$ cat src/rtl/core/kprd_pkg.sv
package kprd_pkg;

  // Fixed field widths
  localparam int KEY_INPUTS  = 28;
  localparam int KEY_INDEX_W = 5;
  localparam int CFG_W       = 16;
  localparam int CFG_INDEX_W = 8;

  // Defaults for the top-level parameters
  localparam int NUM_KEYS_DEF    = 28;
  localparam int COUNT_WIDTH_DEF = 16;

  // Event queue between front and back
  localparam int QUEUE_DEPTH = 4;

  // Register indexes
  localparam logic [CFG_INDEX_W-1:0] REG_FILTER_TIME       = 8'd0;
  localparam logic [CFG_INDEX_W-1:0] REG_LONG_PRESS_TIME   = 8'd1;
  localparam logic [CFG_INDEX_W-1:0] REG_REPEAT_LIMIT      = 8'd2;
  localparam logic [CFG_INDEX_W-1:0] REG_HIGH_SPEED_PERIOD = 8'd3;

  // Register reset values
  localparam logic [CFG_W-1:0] FILTER_TIME_RST       = 16'd20;
  localparam logic [CFG_W-1:0] LONG_PRESS_TIME_RST   = 16'd1000;
  localparam logic [CFG_W-1:0] REPEAT_LIMIT_RST      = 16'd5;
  localparam logic [CFG_W-1:0] HIGH_SPEED_PERIOD_RST = 16'd100;

  typedef enum logic [1:0] {
    EV_PRESS = 2'd0,
    EV_LONG  = 2'd1,
    EV_FAST  = 2'd2,
    EV_LEAVE = 2'd3
  } ev_kind_t;

  typedef struct packed {
    logic [KEY_INDEX_W-1:0] key;
    ev_kind_t               kind;
    logic                   last;
  } event_t;

  typedef struct packed {
    logic [CFG_W-1:0] filter_time;
    logic [CFG_W-1:0] long_press_time;
    logic [CFG_W-1:0] repeat_limit;
    logic [CFG_W-1:0] high_speed_period;
  } cfg_t;

endpackage

$ cat src/rtl/core/keypad_press_repeat_detector.sv
// Keypad press / long-press / repeat detector.
//
// Tick channel (tick_valid / tick_stall / pressed_keys): one request per scan
// tick, one pressed bit per key. A request is taken when tick_valid is high
// and tick_stall is low. Each tick walks every key once, one key per cycle
// unless the walk pauses for a full event queue, through the per-key state
// store (one read and one write port). A tick occupies the walk until every
// key is processed and its last event is flushed, and longer while the
// event queue stays full and an event of that tick waits for room.
// Event channel (event_valid / event_stall / key_index / event_kind /
// last_event): zero to NUM_KEYS requests per tick, in key order; last_event
// marks the final event of a tick. An event is held back until the next
// event of the tick or the end of the walk, so that its last flag is known.
// Receiver stalls fill the short event queue; then the walk pauses, and
// tick_stall stays high until the tick is finished. No event is dropped.
// Config channel (cfg_valid / cfg_ready / cfg_index / cfg_data): always
// ready; indexes 0..3 pick filter, long-press, repeat-limit and high-speed
// registers, other indexes are ignored. Write only while idle.
// Reset: all keys go idle, registers take their defaults. No clearing pass.
module keypad_press_repeat_detector #(
  parameter int NUM_KEYS    = kprd_pkg::NUM_KEYS_DEF,
  parameter int COUNT_WIDTH = kprd_pkg::COUNT_WIDTH_DEF
) (
  input  logic                             clk,
  input  logic                             rst,
  input  logic                             tick_valid,
  output logic                             tick_stall,
  input  logic [kprd_pkg::KEY_INPUTS-1:0]  pressed_keys,
  output logic                             event_valid,
  input  logic                             event_stall,
  output logic [kprd_pkg::KEY_INDEX_W-1:0] key_index,
  output logic [1:0]                       event_kind,
  output logic                             last_event,
  input  logic                             cfg_valid,
  output logic                             cfg_ready,
  input  logic [kprd_pkg::CFG_INDEX_W-1:0] cfg_index,
  input  logic [kprd_pkg::CFG_W-1:0]       cfg_data
);
  import kprd_pkg::*;

  cfg_t   cfg;
  logic   push;
  event_t push_data;
  logic   q_full;
  logic   pop;
  event_t head;
  logic   q_empty;

  // config registers are shared by every key
  assign cfg_ready = 1'b1;

  always_ff @(posedge clk) begin
    if (rst) begin
      cfg.filter_time       <= FILTER_TIME_RST;
      cfg.long_press_time   <= LONG_PRESS_TIME_RST;
      cfg.repeat_limit      <= REPEAT_LIMIT_RST;
      cfg.high_speed_period <= HIGH_SPEED_PERIOD_RST;
    end else if (cfg_valid && cfg_ready) begin
      case (cfg_index)
        REG_FILTER_TIME:       cfg.filter_time       <= cfg_data;
        REG_LONG_PRESS_TIME:   cfg.long_press_time   <= cfg_data;
        REG_REPEAT_LIMIT:      cfg.repeat_limit      <= cfg_data;
        REG_HIGH_SPEED_PERIOD: cfg.high_speed_period <= cfg_data;
        default: begin
        end
      endcase
    end
  end

  // front: takes ticks, walks the keys, classifies events
  kprd_front #(
    .NUM_KEYS    (NUM_KEYS),
    .COUNT_WIDTH (COUNT_WIDTH)
  ) u_front (
    .clk          (clk),
    .rst          (rst),
    .tick_valid   (tick_valid),
    .tick_stall   (tick_stall),
    .pressed_keys (pressed_keys),
    .cfg          (cfg),
    .push         (push),
    .push_data    (push_data),
    .q_full       (q_full)
  );

  // short queue decouples the walk from the receiver
  kprd_evq u_evq (
    .clk       (clk),
    .rst       (rst),
    .push      (push),
    .push_data (push_data),
    .full      (q_full),
    .pop       (pop),
    .head      (head),
    .empty     (q_empty)
  );

  // back: output register toward the receiver
  kprd_back u_back (
    .clk         (clk),
    .rst         (rst),
    .q_empty     (q_empty),
    .head        (head),
    .pop         (pop),
    .event_valid (event_valid),
    .event_stall (event_stall),
    .key_index   (key_index),
    .event_kind  (event_kind),
    .last_event  (last_event)
  );

endmodule

$ cat src/rtl/core/kprd_front.sv
module kprd_front #(
  parameter int NUM_KEYS    = kprd_pkg::NUM_KEYS_DEF,
  parameter int COUNT_WIDTH = kprd_pkg::COUNT_WIDTH_DEF
) (
  input  logic                            clk,
  input  logic                            rst,
  input  logic                            tick_valid,
  output logic                            tick_stall,
  input  logic [kprd_pkg::KEY_INPUTS-1:0] pressed_keys,
  input  kprd_pkg::cfg_t                  cfg,
  output logic                            push,
  output kprd_pkg::event_t                push_data,
  input  logic                            q_full
);
  import kprd_pkg::*;

  localparam int IW = (NUM_KEYS > 1) ? $clog2(NUM_KEYS) : 1;
  localparam int NW = $clog2(NUM_KEYS + 1);
  localparam int MW = (COUNT_WIDTH > CFG_W) ? COUNT_WIDTH : CFG_W;
  localparam logic [NW-1:0] LAST_CNT = NW'(NUM_KEYS);

  typedef enum logic [2:0] {
    PH_IDLE  = 3'd0,
    PH_PFILT = 3'd1,
    PH_DOWN  = 3'd2,
    PH_LONG  = 3'd3,
    PH_FAST  = 3'd4,
    PH_RFILT = 3'd5,
    PH_RDONE = 3'd6
  } phase_t;

  typedef enum logic [1:0] {
    F_IDLE,
    F_WALK,
    F_FLUSH
  } fstate_t;

  fstate_t state;

  // per-key state store
  logic [2:0]             phase_mem [NUM_KEYS];
  logic [COUNT_WIDTH-1:0] tick_mem  [NUM_KEYS];
  logic [COUNT_WIDTH-1:0] rep_mem   [NUM_KEYS];
  logic [NUM_KEYS-1:0]    key_vld;

  logic [KEY_INPUTS-1:0]  keys;
  logic [NW-1:0]          rd_cnt;
  logic [IW-1:0]          rd_addr;
  logic                   rd_en;
  logic                   wr_en;

  // processing stage
  logic                   p_valid;
  logic                   p_seen;
  logic [IW-1:0]          p_idx;
  logic [2:0]             rd_phase;
  logic [COUNT_WIDTH-1:0] rd_tick;
  logic [COUNT_WIDTH-1:0] rd_rep;
  phase_t                 cur_phase;
  logic [NUM_KEYS-1:0]    down_all;
  logic                   down;

  // held event, pushed once the next one (or the end of the walk) is known
  logic                   hold_valid;
  logic [KEY_INDEX_W-1:0] hold_key;
  ev_kind_t               hold_kind;

  logic [COUNT_WIDTH-1:0] tick_inc;
  logic [COUNT_WIDTH-1:0] rep_inc;
  logic [MW-1:0]          tick_w;
  logic [MW-1:0]          rep_w;
  logic [MW-1:0]          filt_w;
  logic [MW-1:0]          lp_w;
  logic [MW-1:0]          rl_w;
  logic [MW-1:0]          hs_w;
  logic                   lp_on;
  logic                   rl_on;
  logic                   hs_on;

  phase_t                 ph_next;
  logic [COUNT_WIDTH-1:0] tick_next;
  logic [COUNT_WIDTH-1:0] rep_next;
  logic                   ev_hit;
  ev_kind_t               ev_kind;
  logic                   ev_now;
  logic                   adv;
  logic                   tick_acc;

  for (genvar k = 0; k < NUM_KEYS; k++) begin : g_down
    if (k < KEY_INPUTS) begin : g_in
      assign down_all[k] = keys[k];
    end else begin : g_none
      assign down_all[k] = 1'b0;
    end
  end

  assign down      = down_all[p_idx];
  assign cur_phase = p_seen ? phase_t'(rd_phase) : PH_IDLE;

  assign tick_inc = (&rd_tick) ? rd_tick : rd_tick + COUNT_WIDTH'(1);
  assign rep_inc  = (&rd_rep) ? rd_rep : rd_rep + COUNT_WIDTH'(1);
  assign tick_w   = MW'(tick_inc);
  assign rep_w    = MW'(rep_inc);
  assign filt_w   = MW'(cfg.filter_time);
  assign lp_w     = MW'(cfg.long_press_time);
  assign rl_w     = MW'(cfg.repeat_limit);
  assign hs_w     = MW'(cfg.high_speed_period);
  assign lp_on    = (cfg.long_press_time != '0);
  assign rl_on    = (cfg.repeat_limit != '0);
  assign hs_on    = (cfg.high_speed_period != '0);

  // one key, one tick
  always_comb begin
    ph_next   = cur_phase;
    tick_next = rd_tick;
    rep_next  = rd_rep;
    ev_hit    = 1'b0;
    ev_kind   = EV_PRESS;
    case (cur_phase)
      PH_IDLE: begin
        tick_next = '0;
        if (down) begin
          tick_next = COUNT_WIDTH'(1);
          ph_next   = PH_PFILT;
        end
      end
      PH_PFILT: begin
        tick_next = tick_inc;
        if (tick_w >= filt_w) begin
          if (!down) begin
            ph_next = PH_IDLE;
          end else begin
            ev_hit  = 1'b1;
            ev_kind = EV_PRESS;
            ph_next = PH_DOWN;
          end
        end
      end
      PH_DOWN: begin
        if (down) begin
          tick_next = tick_inc;
          if (lp_on && tick_w >= lp_w) begin
            ev_hit    = 1'b1;
            ev_kind   = EV_LONG;
            rep_next  = COUNT_WIDTH'(1);
            tick_next = '0;
            ph_next   = PH_LONG;
          end
        end else begin
          tick_next = '0;
          ph_next   = PH_RFILT;
        end
      end
      PH_LONG: begin
        if (down) begin
          tick_next = tick_inc;
          if (lp_on && tick_w >= lp_w) begin
            tick_next = '0;
            rep_next  = rep_inc;
            ev_hit    = 1'b1;
            ev_kind   = EV_LONG;
            if (rl_on && rep_w >= rl_w && hs_on) begin
              ph_next = PH_FAST;
            end
          end
        end else begin
          tick_next = '0;
          ph_next   = PH_RFILT;
        end
      end
      PH_FAST: begin
        if (down) begin
          tick_next = tick_inc;
          if (hs_on && tick_w >= hs_w) begin
            tick_next = '0;
            ev_hit    = 1'b1;
            ev_kind   = EV_FAST;
          end
        end else begin
          tick_next = '0;
          ph_next   = PH_RFILT;
        end
      end
      PH_RFILT: begin
        // release is not re-checked here
        tick_next = tick_inc;
        if (tick_w >= filt_w) begin
          ev_hit  = 1'b1;
          ev_kind = EV_LEAVE;
          ph_next = PH_RDONE;
        end
      end
      PH_RDONE: begin
        ph_next = PH_IDLE;
      end
      default: begin
        ph_next = PH_IDLE;
      end
    endcase
  end

  assign tick_stall = (state != F_IDLE);
  assign tick_acc   = tick_valid && !tick_stall;
  assign ev_now     = (state == F_WALK) && p_valid && ev_hit;
  // stall the walk only when a second event needs the queue and it is full
  assign adv        = !(ev_now && hold_valid && q_full);
  assign rd_addr    = rd_cnt[IW-1:0];
  assign rd_en      = (state == F_WALK) && adv && (rd_cnt != LAST_CNT);
  assign wr_en      = (state == F_WALK) && p_valid && adv;

  assign push = hold_valid && !q_full && (ev_now || (state == F_FLUSH));
  assign push_data = '{key: hold_key, kind: hold_kind, last: (state == F_FLUSH)};

  always_ff @(posedge clk) begin
    if (wr_en) begin
      phase_mem[p_idx] <= ph_next;
      tick_mem[p_idx]  <= tick_next;
      rep_mem[p_idx]   <= rep_next;
    end
    if (rd_en) begin
      rd_phase <= phase_mem[rd_addr];
      rd_tick  <= tick_mem[rd_addr];
      rd_rep   <= rep_mem[rd_addr];
      p_idx    <= rd_addr;
    end
    if (tick_acc) begin
      keys <= pressed_keys;
    end
    if (ev_now && adv) begin
      hold_key  <= KEY_INDEX_W'(p_idx);
      hold_kind <= ev_kind;
    end
  end

  always_ff @(posedge clk) begin
    if (rst) begin
      state      <= F_IDLE;
      rd_cnt     <= '0;
      p_valid    <= 1'b0;
      p_seen     <= 1'b0;
      hold_valid <= 1'b0;
      key_vld    <= '0;
    end else begin
      case (state)
        F_IDLE: begin
          if (tick_acc) begin
            state  <= F_WALK;
            rd_cnt <= '0;
          end
        end
        F_WALK: begin
          if (adv) begin
            if (rd_cnt != LAST_CNT) begin
              p_valid <= 1'b1;
              p_seen  <= key_vld[rd_addr];
              rd_cnt  <= rd_cnt + NW'(1);
            end else begin
              p_valid <= 1'b0;
            end
            if (p_valid && rd_cnt == LAST_CNT) begin
              state <= F_FLUSH;
            end
            if (wr_en) begin
              key_vld[p_idx] <= 1'b1;
            end
            if (ev_now) begin
              hold_valid <= 1'b1;
            end
          end
        end
        F_FLUSH: begin
          if (!hold_valid || !q_full) begin
            hold_valid <= 1'b0;
            state      <= F_IDLE;
          end
        end
        default: begin
          state <= F_IDLE;
        end
      endcase
    end
  end

  a_push_held: assert property (@(posedge clk) disable iff (rst)
    push |-> hold_valid)
    else $error("push without a held event");

  a_pvalid_walk: assert property (@(posedge clk) disable iff (rst)
    (state != F_WALK) |-> !p_valid)
    else $error("key in process outside walk");

  a_tick_start: assert property (@(posedge clk) disable iff (rst)
    tick_acc |=> (state == F_WALK) && (rd_cnt == '0) && !p_valid)
    else $error("walk did not start from key zero");

endmodule

$ cat src/rtl/core/kprd_evq.sv
module kprd_evq (
  input  logic             clk,
  input  logic             rst,
  input  logic             push,
  input  kprd_pkg::event_t push_data,
  output logic             full,
  input  logic             pop,
  output kprd_pkg::event_t head,
  output logic             empty
);
  import kprd_pkg::*;

  localparam int QW = (QUEUE_DEPTH > 1) ? $clog2(QUEUE_DEPTH) : 1;
  localparam int CW = $clog2(QUEUE_DEPTH + 1);
  localparam logic [CW-1:0] FULL_CNT = CW'(QUEUE_DEPTH);
  localparam logic [QW-1:0] LAST_PTR = QW'(QUEUE_DEPTH - 1);

  event_t        entry [QUEUE_DEPTH];
  logic [QW-1:0] wr_ptr;
  logic [QW-1:0] rd_ptr;
  logic [CW-1:0] count;

  assign full  = (count == FULL_CNT);
  assign empty = (count == '0);
  assign head  = entry[rd_ptr];

  always_ff @(posedge clk) begin
    if (push) begin
      entry[wr_ptr] <= push_data;
    end
  end

  always_ff @(posedge clk) begin
    if (rst) begin
      wr_ptr <= '0;
      rd_ptr <= '0;
      count  <= '0;
    end else begin
      if (push) begin
        wr_ptr <= (wr_ptr == LAST_PTR) ? '0 : wr_ptr + QW'(1);
      end
      if (pop) begin
        rd_ptr <= (rd_ptr == LAST_PTR) ? '0 : rd_ptr + QW'(1);
      end
      if (push && !pop) begin
        count <= count + CW'(1);
      end else if (pop && !push) begin
        count <= count - CW'(1);
      end
    end
  end

  a_no_overflow: assert property (@(posedge clk) disable iff (rst)
    push |-> !full)
    else $error("event queue overflow");

  a_no_underflow: assert property (@(posedge clk) disable iff (rst)
    pop |-> !empty)
    else $error("event queue underflow");

  a_count_range: assert property (@(posedge clk) disable iff (rst)
    count <= FULL_CNT)
    else $error("event queue count out of range");

endmodule

$ cat src/rtl/core/kprd_back.sv
module kprd_back (
  input  logic                             clk,
  input  logic                             rst,
  input  logic                             q_empty,
  input  kprd_pkg::event_t                 head,
  output logic                             pop,
  output logic                             event_valid,
  input  logic                             event_stall,
  output logic [kprd_pkg::KEY_INDEX_W-1:0] key_index,
  output logic [1:0]                       event_kind,
  output logic                             last_event
);
  import kprd_pkg::*;

  logic load;

  // refill the output register when it is empty or being taken
  assign load = !q_empty && (!event_valid || !event_stall);
  assign pop  = load;

  always_ff @(posedge clk) begin
    if (rst) begin
      event_valid <= 1'b0;
    end else if (load) begin
      event_valid <= 1'b1;
    end else if (!event_stall) begin
      event_valid <= 1'b0;
    end
  end

  always_ff @(posedge clk) begin
    if (load) begin
      key_index  <= head.key;
      event_kind <= head.kind;
      last_event <= head.last;
    end
  end

endmodule

$ cat config.mk
export PLATFORM = sky130hd
export DESIGN_NAME = keypad_press_repeat_detector
export DESIGN_NICKNAME = d
export VERILOG_FILES = /design/src/rtl/core/kprd_pkg.sv /design/src/rtl/core/keypad_press_repeat_detector.sv /design/src/rtl/core/kprd_front.sv /design/src/rtl/core/kprd_evq.sv /design/src/rtl/core/kprd_back.sv
export SDC_FILE = /design/constraint.sdc
export NUM_CORES = 1
export LEC_CHECK = 0
export BUFFER_PORTS_ARGS = -buffer_cell sky130_fd_sc_hd__buf_2
export CAP_MARGIN = 20
export CORE_MARGIN = 5
export CORE_UTILIZATION = 55
export CTS_BUF_LIST = sky130_fd_sc_hd__clkbuf_4 sky130_fd_sc_hd__clkbuf_8 sky130_fd_sc_hd__clkbuf_16
export CTS_CLUSTER_SIZE = 14
export DETAILED_ROUTE_END_ITERATION = 6
export GPL_ROUTABILITY_DRIVEN = 0
export GPL_TIMING_DRIVEN = 1
export PLACE_DENSITY = 0.83
export SETUP_SLACK_MARGIN = 0.3
export SLEW_MARGIN = 20
export SYNTH_ARGS = -nofsm -noshare
export SYNTH_HDL_FRONTEND = slang
export SYNTH_SLANG_ARGS = --single-unit
$ cat constraint.sdc
create_clock -name clk -period 15.35 [get_ports clk]
set_input_delay 0.7675 -clock clk [delete_from_list [all_inputs] [get_ports clk]]
set_output_delay 0.7675 -clock clk [all_outputs]
set_load 0.05 [all_outputs]
After elaboration in Yosys (flattened, before gate mapping)
Memories as Yosys holds them, arrays and structs flattened. A register that Yosys moved wholly into a read port is not among the register bits.
Cells that the tools add are included.
{"block": "word_totals", "output_inout_bits": 11, "ram_bits": 1012, "wordCells": 186, "n_memories": 4, "register_bits": 150}
{"block": "classes", "n_addsub": 7, "n_lt_le_gt_ge": 7, "reduce_logical": 57, "mux": 69, "n_bitwise": 2, "eq_ne": 22}
{"name": "u_front.rep_mem", "depth": 28, "width": 16, "rd": 1, "rd_clocked_by_memory_dff": 1, "write_ports": 1, "line_no": "kprd_front.sv:43", "text": "logic [COUNT_WIDTH-1:0] rep_mem [NUM_KEYS];"}
{"name": "u_front.tick_mem", "depth": 28, "width": 16, "rd": 1, "rd_clocked_by_memory_dff": 1, "write_ports": 1, "line_no": "kprd_front.sv:42", "text": "logic [COUNT_WIDTH-1:0] tick_mem [NUM_KEYS];"}
{"name": "u_front.phase_mem", "depth": 28, "width": 3, "rd": 1, "rd_clocked_by_memory_dff": 1, "write_ports": 1, "line_no": "kprd_front.sv:41", "text": "logic [2:0] phase_mem [NUM_KEYS];"}
{"name": "u_evq.entry", "depth": 4, "width": 8, "rd": 1, "rd_clocked_by_memory_dff": 1, "write_ports": 1, "line_no": "kprd_evq.sv:18", "text": "event_t entry [QUEUE_DEPTH];"}
{"operator": "16-bit two-way mux", "count": 10}
{"operator": "16-bit >= comparator", "count": 4}
{"operator": "16-bit one-hot mux with 4 select lines", "count": 1}
{"operator": "16-bit nonzero test", "count": 3}
{"operator": "3-bit two-way mux", "count": 12}
{"operator": "16-bit by 1-bit adder with 16-bit output, second input constant", "count": 2}
{"operator": "16-bit one-hot mux with 2 select lines", "count": 1}
{"operator": "16-bit AND reduction", "count": 2}
{"operator": "28-bit bitwise OR", "count": 1}
{"operator": "1-bit two-way mux", "count": 22}
{"operator": "2-bit two-way mux", "count": 11}
{"operator": "1-bit logical AND", "count": 20}
{"operator": "3-bit one-hot mux with 6 select lines", "count": 1}
{"operator": "8-bit by 2-bit == test with 1-bit output, second input constant", "count": 2}
{"operator": "5-bit two-way mux", "count": 3}
{"operator": "5-bit by 6-bit less-than comparator with 1-bit output, second input constant", "count": 2}
{"operator": "2-bit one-hot mux with 3 select lines", "count": 2}
{"operator": "4-bit AND reduction", "count": 3}
{"operator": "1-bit binary-select mux with 5-bit select", "count": 2}
{"operator": "5-bit one-hot mux with 2 select lines", "count": 1}
{"operator": "2-bit AND reduction", "count": 5}
{"operator": "3-bit == test, second input constant", "count": 3}
{"operator": "1-bit zero test", "count": 9}
{"operator": "8-bit by 1-bit == test with 1-bit output, second input constant", "count": 1}
{"operator": "24 further kinds", "count": 41}

Longest topological paths before layout
{"block": "depth", "word_depth": 14, "depth_mapped": 22, "depth_no_buf": 21}

Hierarchy
From an unflattened synthesis, not the netlist that was laid out.
{"block": "hier_totals", "cells_unflattened": 2623, "hier_area_um2": 49144.6}
{"mod": "kprd_front", "cells_each": 2283, "n_inst": 1, "seq_area_each_um2": 32441.1, "area_per_inst_um2": 44614.0}
{"mod": "keypad_press_repeat_detector", "cells_each": 242, "n_inst": 1, "seq_area_each_um2": 1281.2, "area_per_inst_um2": 2655.0}
{"mod": "kprd_evq", "cells_each": 86, "n_inst": 1, "seq_area_each_um2": 1141.1, "area_per_inst_um2": 1597.8}
{"mod": "kprd_back", "cells_each": 12, "n_inst": 1, "seq_area_each_um2": 260.2, "area_per_inst_um2": 277.8}

Worst setup path after synthesis
No wires, ideal clock.
{"block": "synth_timing", "kind": "register to register", "start": "register u_front.rd_tick[3] (read register of u_front.tick_mem)", "end": "memory u_front.phase_mem[16][0] (enable)", "path_stages_with_launch": 19, "setup_ns": 0.471, "required_time_ns": 14.879, "setup_slack_ns": 8.429, "arrival_time_ns": 6.451, "synth_period_minus_slack_ns": 6.921, "path_cell_list": "edfxtp_1 clkbuf_1 nand3_1 nor3_1 nand2_1 nand3_1 nor3_1 xor2_1 ha_1 and4_1 a31oi_1 a21oi_1 o311a_1 o311ai_2 a211oi_2 or2_1 buf_2 buf_2 nor3_1"}
{"block": "synth_between", "elab_chain_len": 14, "word_cells_on_any_way": 22, "classes_between": "1 x add/sub; 3 x order compare; 10 x mux; 8 x reduce/logical"}
{"element": "start: declaration", "line_no": "kprd_front.sv:57", "text": "logic [COUNT_WIDTH-1:0] rd_tick;"}
{"element": "16-bit by 1-bit adder with 16-bit output / 16-bit AND reduction (equally long branches)", "line_no": "kprd_front.sv:100", "text": "assign tick_inc = (&rd_tick) ? rd_tick : rd_tick + COUNT_WIDTH'(1);"}
{"element": "16-bit two-way mux (*)", "line_no": "kprd_front.sv:100"}
{"element": "16-bit >= comparator, on equally long branches", "line_no": "kprd_front.sv:174, kprd_front.sv:142, kprd_front.sv:157"}
{"element": "1-bit logical AND, on equally long branches", "line_no": "kprd_front.sv:174, kprd_front.sv:142, kprd_front.sv:157"}
{"element": "1-bit two-way mux, on equally long branches", "line_no": "kprd_front.sv:174, kprd_front.sv:142, kprd_front.sv:157"}
{"element": "1-bit two-way mux, on equally long branches", "line_no": "kprd_front.sv:172, kprd_front.sv:155"}
{"element": "1-bit one-hot mux with 4 select lines (*)", "line_no": "kprd_front.sv:119", "text": "case (cur_phase)"}
{"element": "1-bit logical AND (*)", "line_no": "kprd_front.sv:204", "text": "assign ev_now = (state == F_WALK) && p_valid && ev_hit;"}
{"element": "1-bit logical AND (*) (2 in series)", "line_no": "kprd_front.sv:206", "text": "assign adv = !(ev_now && hold_valid && q_full);"}
{"element": "1-bit zero test (*)", "line_no": "kprd_front.sv:206"}
{"element": "1-bit logical AND (*)", "line_no": "kprd_front.sv:209", "text": "assign wr_en = (state == F_WALK) && p_valid && adv;"}
{"element": "1-bit two-way mux (*)", "line_no": "kprd_front.sv:215", "text": "if (wr_en) begin"}
{"element": "1-bit two-way mux (not written as such) (*)", "line_no": "kprd_front.sv:216", "text": "phase_mem[p_idx] <= ph_next;"}
{"element": "end: declaration", "line_no": "kprd_front.sv:41"}
Every way passes the cells marked *; elsewhere a longest branch is shown, timed or not.

Final worst setup path
{"block": "layout_timing", "start": "register u_front.rd_tick[0] (read register of u_front.tick_mem)", "end": "memory u_front.tick_mem[4][5] in the netlist's numbering (enable)"}
{"block": "layout_between", "elab_chain_len": 14, "word_cells_on_any_way": 22, "classes_between": "1 x add/sub; 3 x order compare; 10 x mux; 8 x reduce/logical"}
{"element": "16-bit by 1-bit adder with 16-bit output / 16-bit AND reduction (equally long branches)", "line_no": "kprd_front.sv:100"}
{"element": "16-bit two-way mux (*)", "line_no": "kprd_front.sv:100"}
{"element": "16-bit >= comparator, on equally long branches", "line_no": "kprd_front.sv:174, kprd_front.sv:142, kprd_front.sv:157"}
{"element": "1-bit logical AND, on equally long branches", "line_no": "kprd_front.sv:174, kprd_front.sv:142, kprd_front.sv:157"}
{"element": "1-bit two-way mux, on equally long branches", "line_no": "kprd_front.sv:174, kprd_front.sv:142, kprd_front.sv:157"}
{"element": "1-bit two-way mux, on equally long branches", "line_no": "kprd_front.sv:172, kprd_front.sv:155"}
{"element": "1-bit one-hot mux with 4 select lines (*)", "line_no": "kprd_front.sv:119"}
{"element": "1-bit logical AND (*)", "line_no": "kprd_front.sv:204"}
{"element": "1-bit logical AND (*) (2 in series)", "line_no": "kprd_front.sv:206"}
{"element": "1-bit zero test (*)", "line_no": "kprd_front.sv:206"}
{"element": "1-bit logical AND (*)", "line_no": "kprd_front.sv:209"}
{"element": "1-bit two-way mux (*)", "line_no": "kprd_front.sv:215"}
{"element": "1-bit two-way mux (not written as such) (*)", "line_no": "kprd_front.sv:217", "text": "tick_mem[p_idx] <= tick_next;"}
{"element": "end: declaration", "line_no": "kprd_front.sv:42"}
Marked as above.

==> flow_metrics.py <==
metrics = {
    "route": {
        "drt-pass1-iter-count": 7,
        "route.detailed.drc": 0,
        "postRouteWirelength_um": 115000,
        "drt_iter0_markers": 3405,
        "via_count": 26100,
        "wire_per_inst_um": 29.0,
        "avgViaCountPerCell": 6.54,
        "antenna_left": 0,
    },
    "worst_setup_path": {
        "cp_max_fo": 29,
        "r2r-start": "u_front.rd_tick[0]$_DFFE_PP_",
        "critPathArrivalTime_ns": 6.80,
        "crit_chain": "ha_1, nand3_1, nor3_1, nand2_1, nand3_1, nor2_1, xor2_1, ha_1, and3_1, a31oi_1, a21oi_1, o311a_1, o311ai_2, a211oi_2, buf_4, or2_1, buf_4, nor3_2, buf_4",
        "cp.buffers_inverters": 3,
        "cp-end-kind": "flop",
        "crit_type": "flop to flop",
        "cp-start-kind": "flop",
        "cp-startpoint": "u_front.rd_tick[0]$_DFFE_PP_",
        "critical_path.most_common_cell": "buf_4",
        "worst-r2r-setup-slack_ns": 8.88,
        "crit_family": "simple AND/OR/NAND/NOR gates",
        "required_ns": 15.68,
        "cpPeakStageDelay_ns": 0.63,
        "crit_slowest_cell": "nor3_1",
    },
    "synthesis": {
        "synth_cells": 2626,
        "yosysWarnings": 0,
        "synth.area.mux_share_pct": 16.5,
        "yosysSeqAreaShare_pct": 71.9,
        "synthFlopType": "edfxtp_1",
        "ys_seq_elements": 1205,
        "yosysMostFrequentCell": "edfxtp_1",
        "yosys.area.top_type_share_pct": 67.4,
        "yosysTopAreaCell": "edfxtp_1",
        "synth_area_um2": 48800,
        "avgSynthCellArea_um2": 18.6,
        "synthSimpleGateAreaFrac_pct": 4.11,
        "synth-compound-area-share_pct": 3.25,
        "syn-num-nets": 2758,
        "synthArstFlopShare_pct": 0,
        "synthTopCellsByCount": "edfxtp_1 (1,095), mux4_2 (303), nand2_1 (134)",
        "synth_fa_ha_area_share_pct": 1.94,
        "synth_top_family_by_area": "multiplexers",
        "synth_edf_count": 1095,
        "synth_cell_type_count": 64,
        "synth-xor-area-share_pct": 0.359,
        "ys_top_cells_by_area": "edfxtp_1 (67%), mux4_2 (14%), dfxtp_1 (4.5%), ha_1 (1.9%), mux2i_1 (1.6%)",
    },
    "cells_and_area": {
        "finalNetCount": 2859,
        "synthToLayoutAreaGrowth_pct": 11.4,
        "filler_cell_count": 5735,
        "layout.cells.non_filler": 3987,
        "final_layout_size_suffix_gt1_share_pct": 25.2,
    },
    "grt": {
        "grt_pass1_wl_um": 172000,
        "antenna_found_initial": 7,
        "grt_pass1_vias": 26300,
        "grt_util_all_layers_pct": 24.3,
        "gr-total-overflow": 0,
        "grt_max_degree": 154,
    },
    "floorplanning": {
        "core_area_um2": 88200,
        "die_h_um": 308,
        "dieArea_um2": 94800,
        "row_count": 109,
        "die_w_um": 308,
        "ioPinCount": 68,
        "initial_core_util_pct": 55.3,
    },
    "sta": {
        "slew_viol_final": 0,
        "fin_crit_sh_pct": 42.1,
        "tns_ns": 0,
        "tightest_slew_ns": 1.15,
        "setup_ws_ns": 8.88,
        "final.min_clock_period_ns": 6.47,
        "setup_violations": 0,
        "rsz0062_at_grt": "false",
        "finalClockSkew_ns": 0.0523,
        "relSlewSlack_pct": 23.5,
        "fmaxAchievable_mhz": 155,
        "finalHoldViolCount": 0,
    },
    "cts": {
        "clkSinkCount": 1205,
        "cts_tree": "done",
        "cts_setup_buffers": 0,
        "cts_resized": 0,
        "htree_levels": 3,
        "numCtsBuffers": 112,
        "clk_pin_slew_ns": 0.06,
        "ctsLongestPathBuffers": 3,
        "ctsHoldBuffers": 0,
        "root_buffer": "clkbuf_16",
        "clock_latency_ns": 0.71,
    },
    "job": {
        "cap_violations": 0,
    },
    "min_path": {
        "worstHoldPathType": "primary input to flop",
        "holdCritStartpoint": "pressed_keys[24]",
    },
    "place": {
        "dp_hpwl_um": 65400,
        "dpl.cell_count": 3776,
        "portBuffers": 66,
        "dp_slack_ns": 9.13,
    },
    "power_and_ir_drop": {
        "power.leakage_nw": 17.1,
        "max-vdd-ir-drop_v": 0.000142,
        "p_sw_mw": 1.50,
        "pwr-share-clk_pct": 40.3,
        "power_frac_seq_pct": 53.7,
        "internal_power_mw": 5.29,
        "netSwitchingFraction_pct": 22.0,
        "total_power_mw": 6.79,
        "combPwrFrac_pct": 6.0,
        "power.density_nw_per_um2": 125,
    },
    "run_status": {
        "status": "finished clean",
    },
}
-- final timing paths --
kind | endpoint | depth (start not counted)
setup / recovery | u_front.tick_mem[4][5]$_DFFE_PP_ | 19
hold / removal | u_front.down_all[24]$_DFFE_PP_ | 1
setup reg to reg | u_front.tick_mem[4][5]$_DFFE_PP_ | 19
hold reg to reg | u_front.hold_key[1]$_DFFE_PP_ | 0
-- cell families (layout without fill, tap and decap cells) --
group | after synthesis | count (layout)
buffers and inverters | 247 | 442
AO/OA/AOI/OAI | 239 | 239
other | 1 | 2
XOR/XNOR | 20 | 20
adder cells (fa/ha/maj) | 75 | 75
multiplexers | 419 | 419
AND/OR/NAND/NOR | 420 | 420
flip-flops | 1205 | 1205
-- metal layers --
| layer | share of wire (%) | routed length (um) | track usage (%) | up-vias |
|---|---|---|---|---|
| met5 | 0.011 | 13 | 0 | - |
| met4 | 2.5 | 2910 | 5.90 | 2 |
| met3 | 10 | 12000 | 4.54 | 229 |
| met2 | 50 | 57600 | 39.8 | 1704 |
| met1 | 37 | 42900 | 34.6 | 13400 |
| li1 | - | - | - | 10800 |
-- flip-flops by register name, indices dropped and copies added, names as in the netlist, 2 cells and up --
register / flops
cfg: 64
u_back.event_kind: 2
u_back.key_index: 5
u_evq.count: 3
u_evq.entry: 32
u_evq.rd_ptr: 2
u_evq.wr_ptr: 2
u_front.down_all: 28
u_front.hold_key: 5
u_front.hold_kind: 2
u_front.key_vld: 28
u_front.p_idx: 5
u_front.phase_mem: 84
u_front.rd_addr: 5
u_front.rd_phase: 3
u_front.rd_rep: 16
u_front.rd_tick: 16
u_front.rep_mem: 448
u_front.state: 2
u_front.tick_mem: 448
-- final cells by class --
cell class / count / area (um2) / share of cell area [%]
antenna: 1 / 2.50 / 0.00460
clock buffer: 148 / 3110 / 5.72
clock inverter: 60 / 512 / 0.942
inverter: 112 / 420 / 0.774
multi-input combinational: 1174 / 13000 / 23.8
sequential: 1205 / 35100 / 64.6
tap: 1165 / 1460 / 2.68
timing repair buffer: 122 / 790 / 1.45
-- power by group through the flow --
stage | clock network [mW] | registers (mW) | logic [mW]
after floorplan | 0 | 3.73 | 0.261
after global placement | 0 | 3.71 | 0.384
after detailed placement | 0 | 3.71 | 0.400
after CTS | 2.77 | 3.64 | 0.408
after global routing | 2.92 | 3.65 | 0.435
final | 2.73 | 3.64 | 0.410
-- cell usage in the layout, fill, tap and decap left out, types with 6 or more instances in the layout --
| master | count |
|---|---|
| nor2b_1 | 10 |
| a211o_1 | 13 |
| a31oi_1 | 6 |
| ha_1 | 74 |
| mux4_2 | 303 |
| clkinv_2 | 15 |
| clkbuf_16 | 113 |
| nor4_1 | 18 |
| buf_4 | 53 |
| nand2_1 | 133 |
| mux2_2 | 37 |
| o22ai_1 | 11 |
| buf_2 | 65 |
| o21a_1 | 7 |
| o21ai_0 | 64 |
| nand2b_1 | 16 |
| a211oi_1 | 8 |
| inv_1 | 111 |
| and2_1 | 8 |
| or3_1 | 11 |
| clkinv_1 | 28 |
| nor3_1 | 13 |
| nand3_1 | 35 |
| mux2i_1 | 79 |
| a21o_1 | 16 |
| nand4_1 | 18 |
| clkbuf_4 | 32 |
| dfxtp_1 | 105 |
| a21oi_1 | 49 |
| nor3_2 | 29 |
| bufinv_16 | 6 |
| a22o_2 | 10 |
| nor2_1 | 92 |
| nand3b_1 | 7 |
| xnor2_1 | 12 |
| and3_1 | 12 |
| edfxtp_1 | 1095 |
| o32ai_1 | 17 |
| xor2_1 | 8 |
-- metrics by stage --
stage	area, um2	util, %	hold slack (ns)
2_1_floorplan	48800	-	0.406
3_3_place_gp	50700	57.4	0.437
3_5_place_dp	50700	57.4	0.438
4_1_cts	54300	61.5	0.203
5_1_grt	54300	61.6	0.214
6_report	54300	61.6	0.241
-- worst reg2reg max path: stages, from the launching register on --
cell      delay (ns)
edfxtp_1        0.46
ha_1            0.25
nand3_1         0.10
nor3_1          0.63
nand2_1         0.38
nand3_1         0.25
nor2_1          0.08
xor2_1          0.39
ha_1            0.34
and3_1          0.16
a31oi_1         0.16
a21oi_1         0.11
o311a_1         0.45
o311ai_2        0.36
a211oi_2        0.11
buf_4           0.19
or2_1           0.23
buf_4           0.28
nor3_2          0.58
buf_4           0.55
Power figures use the tool's default switching activity.
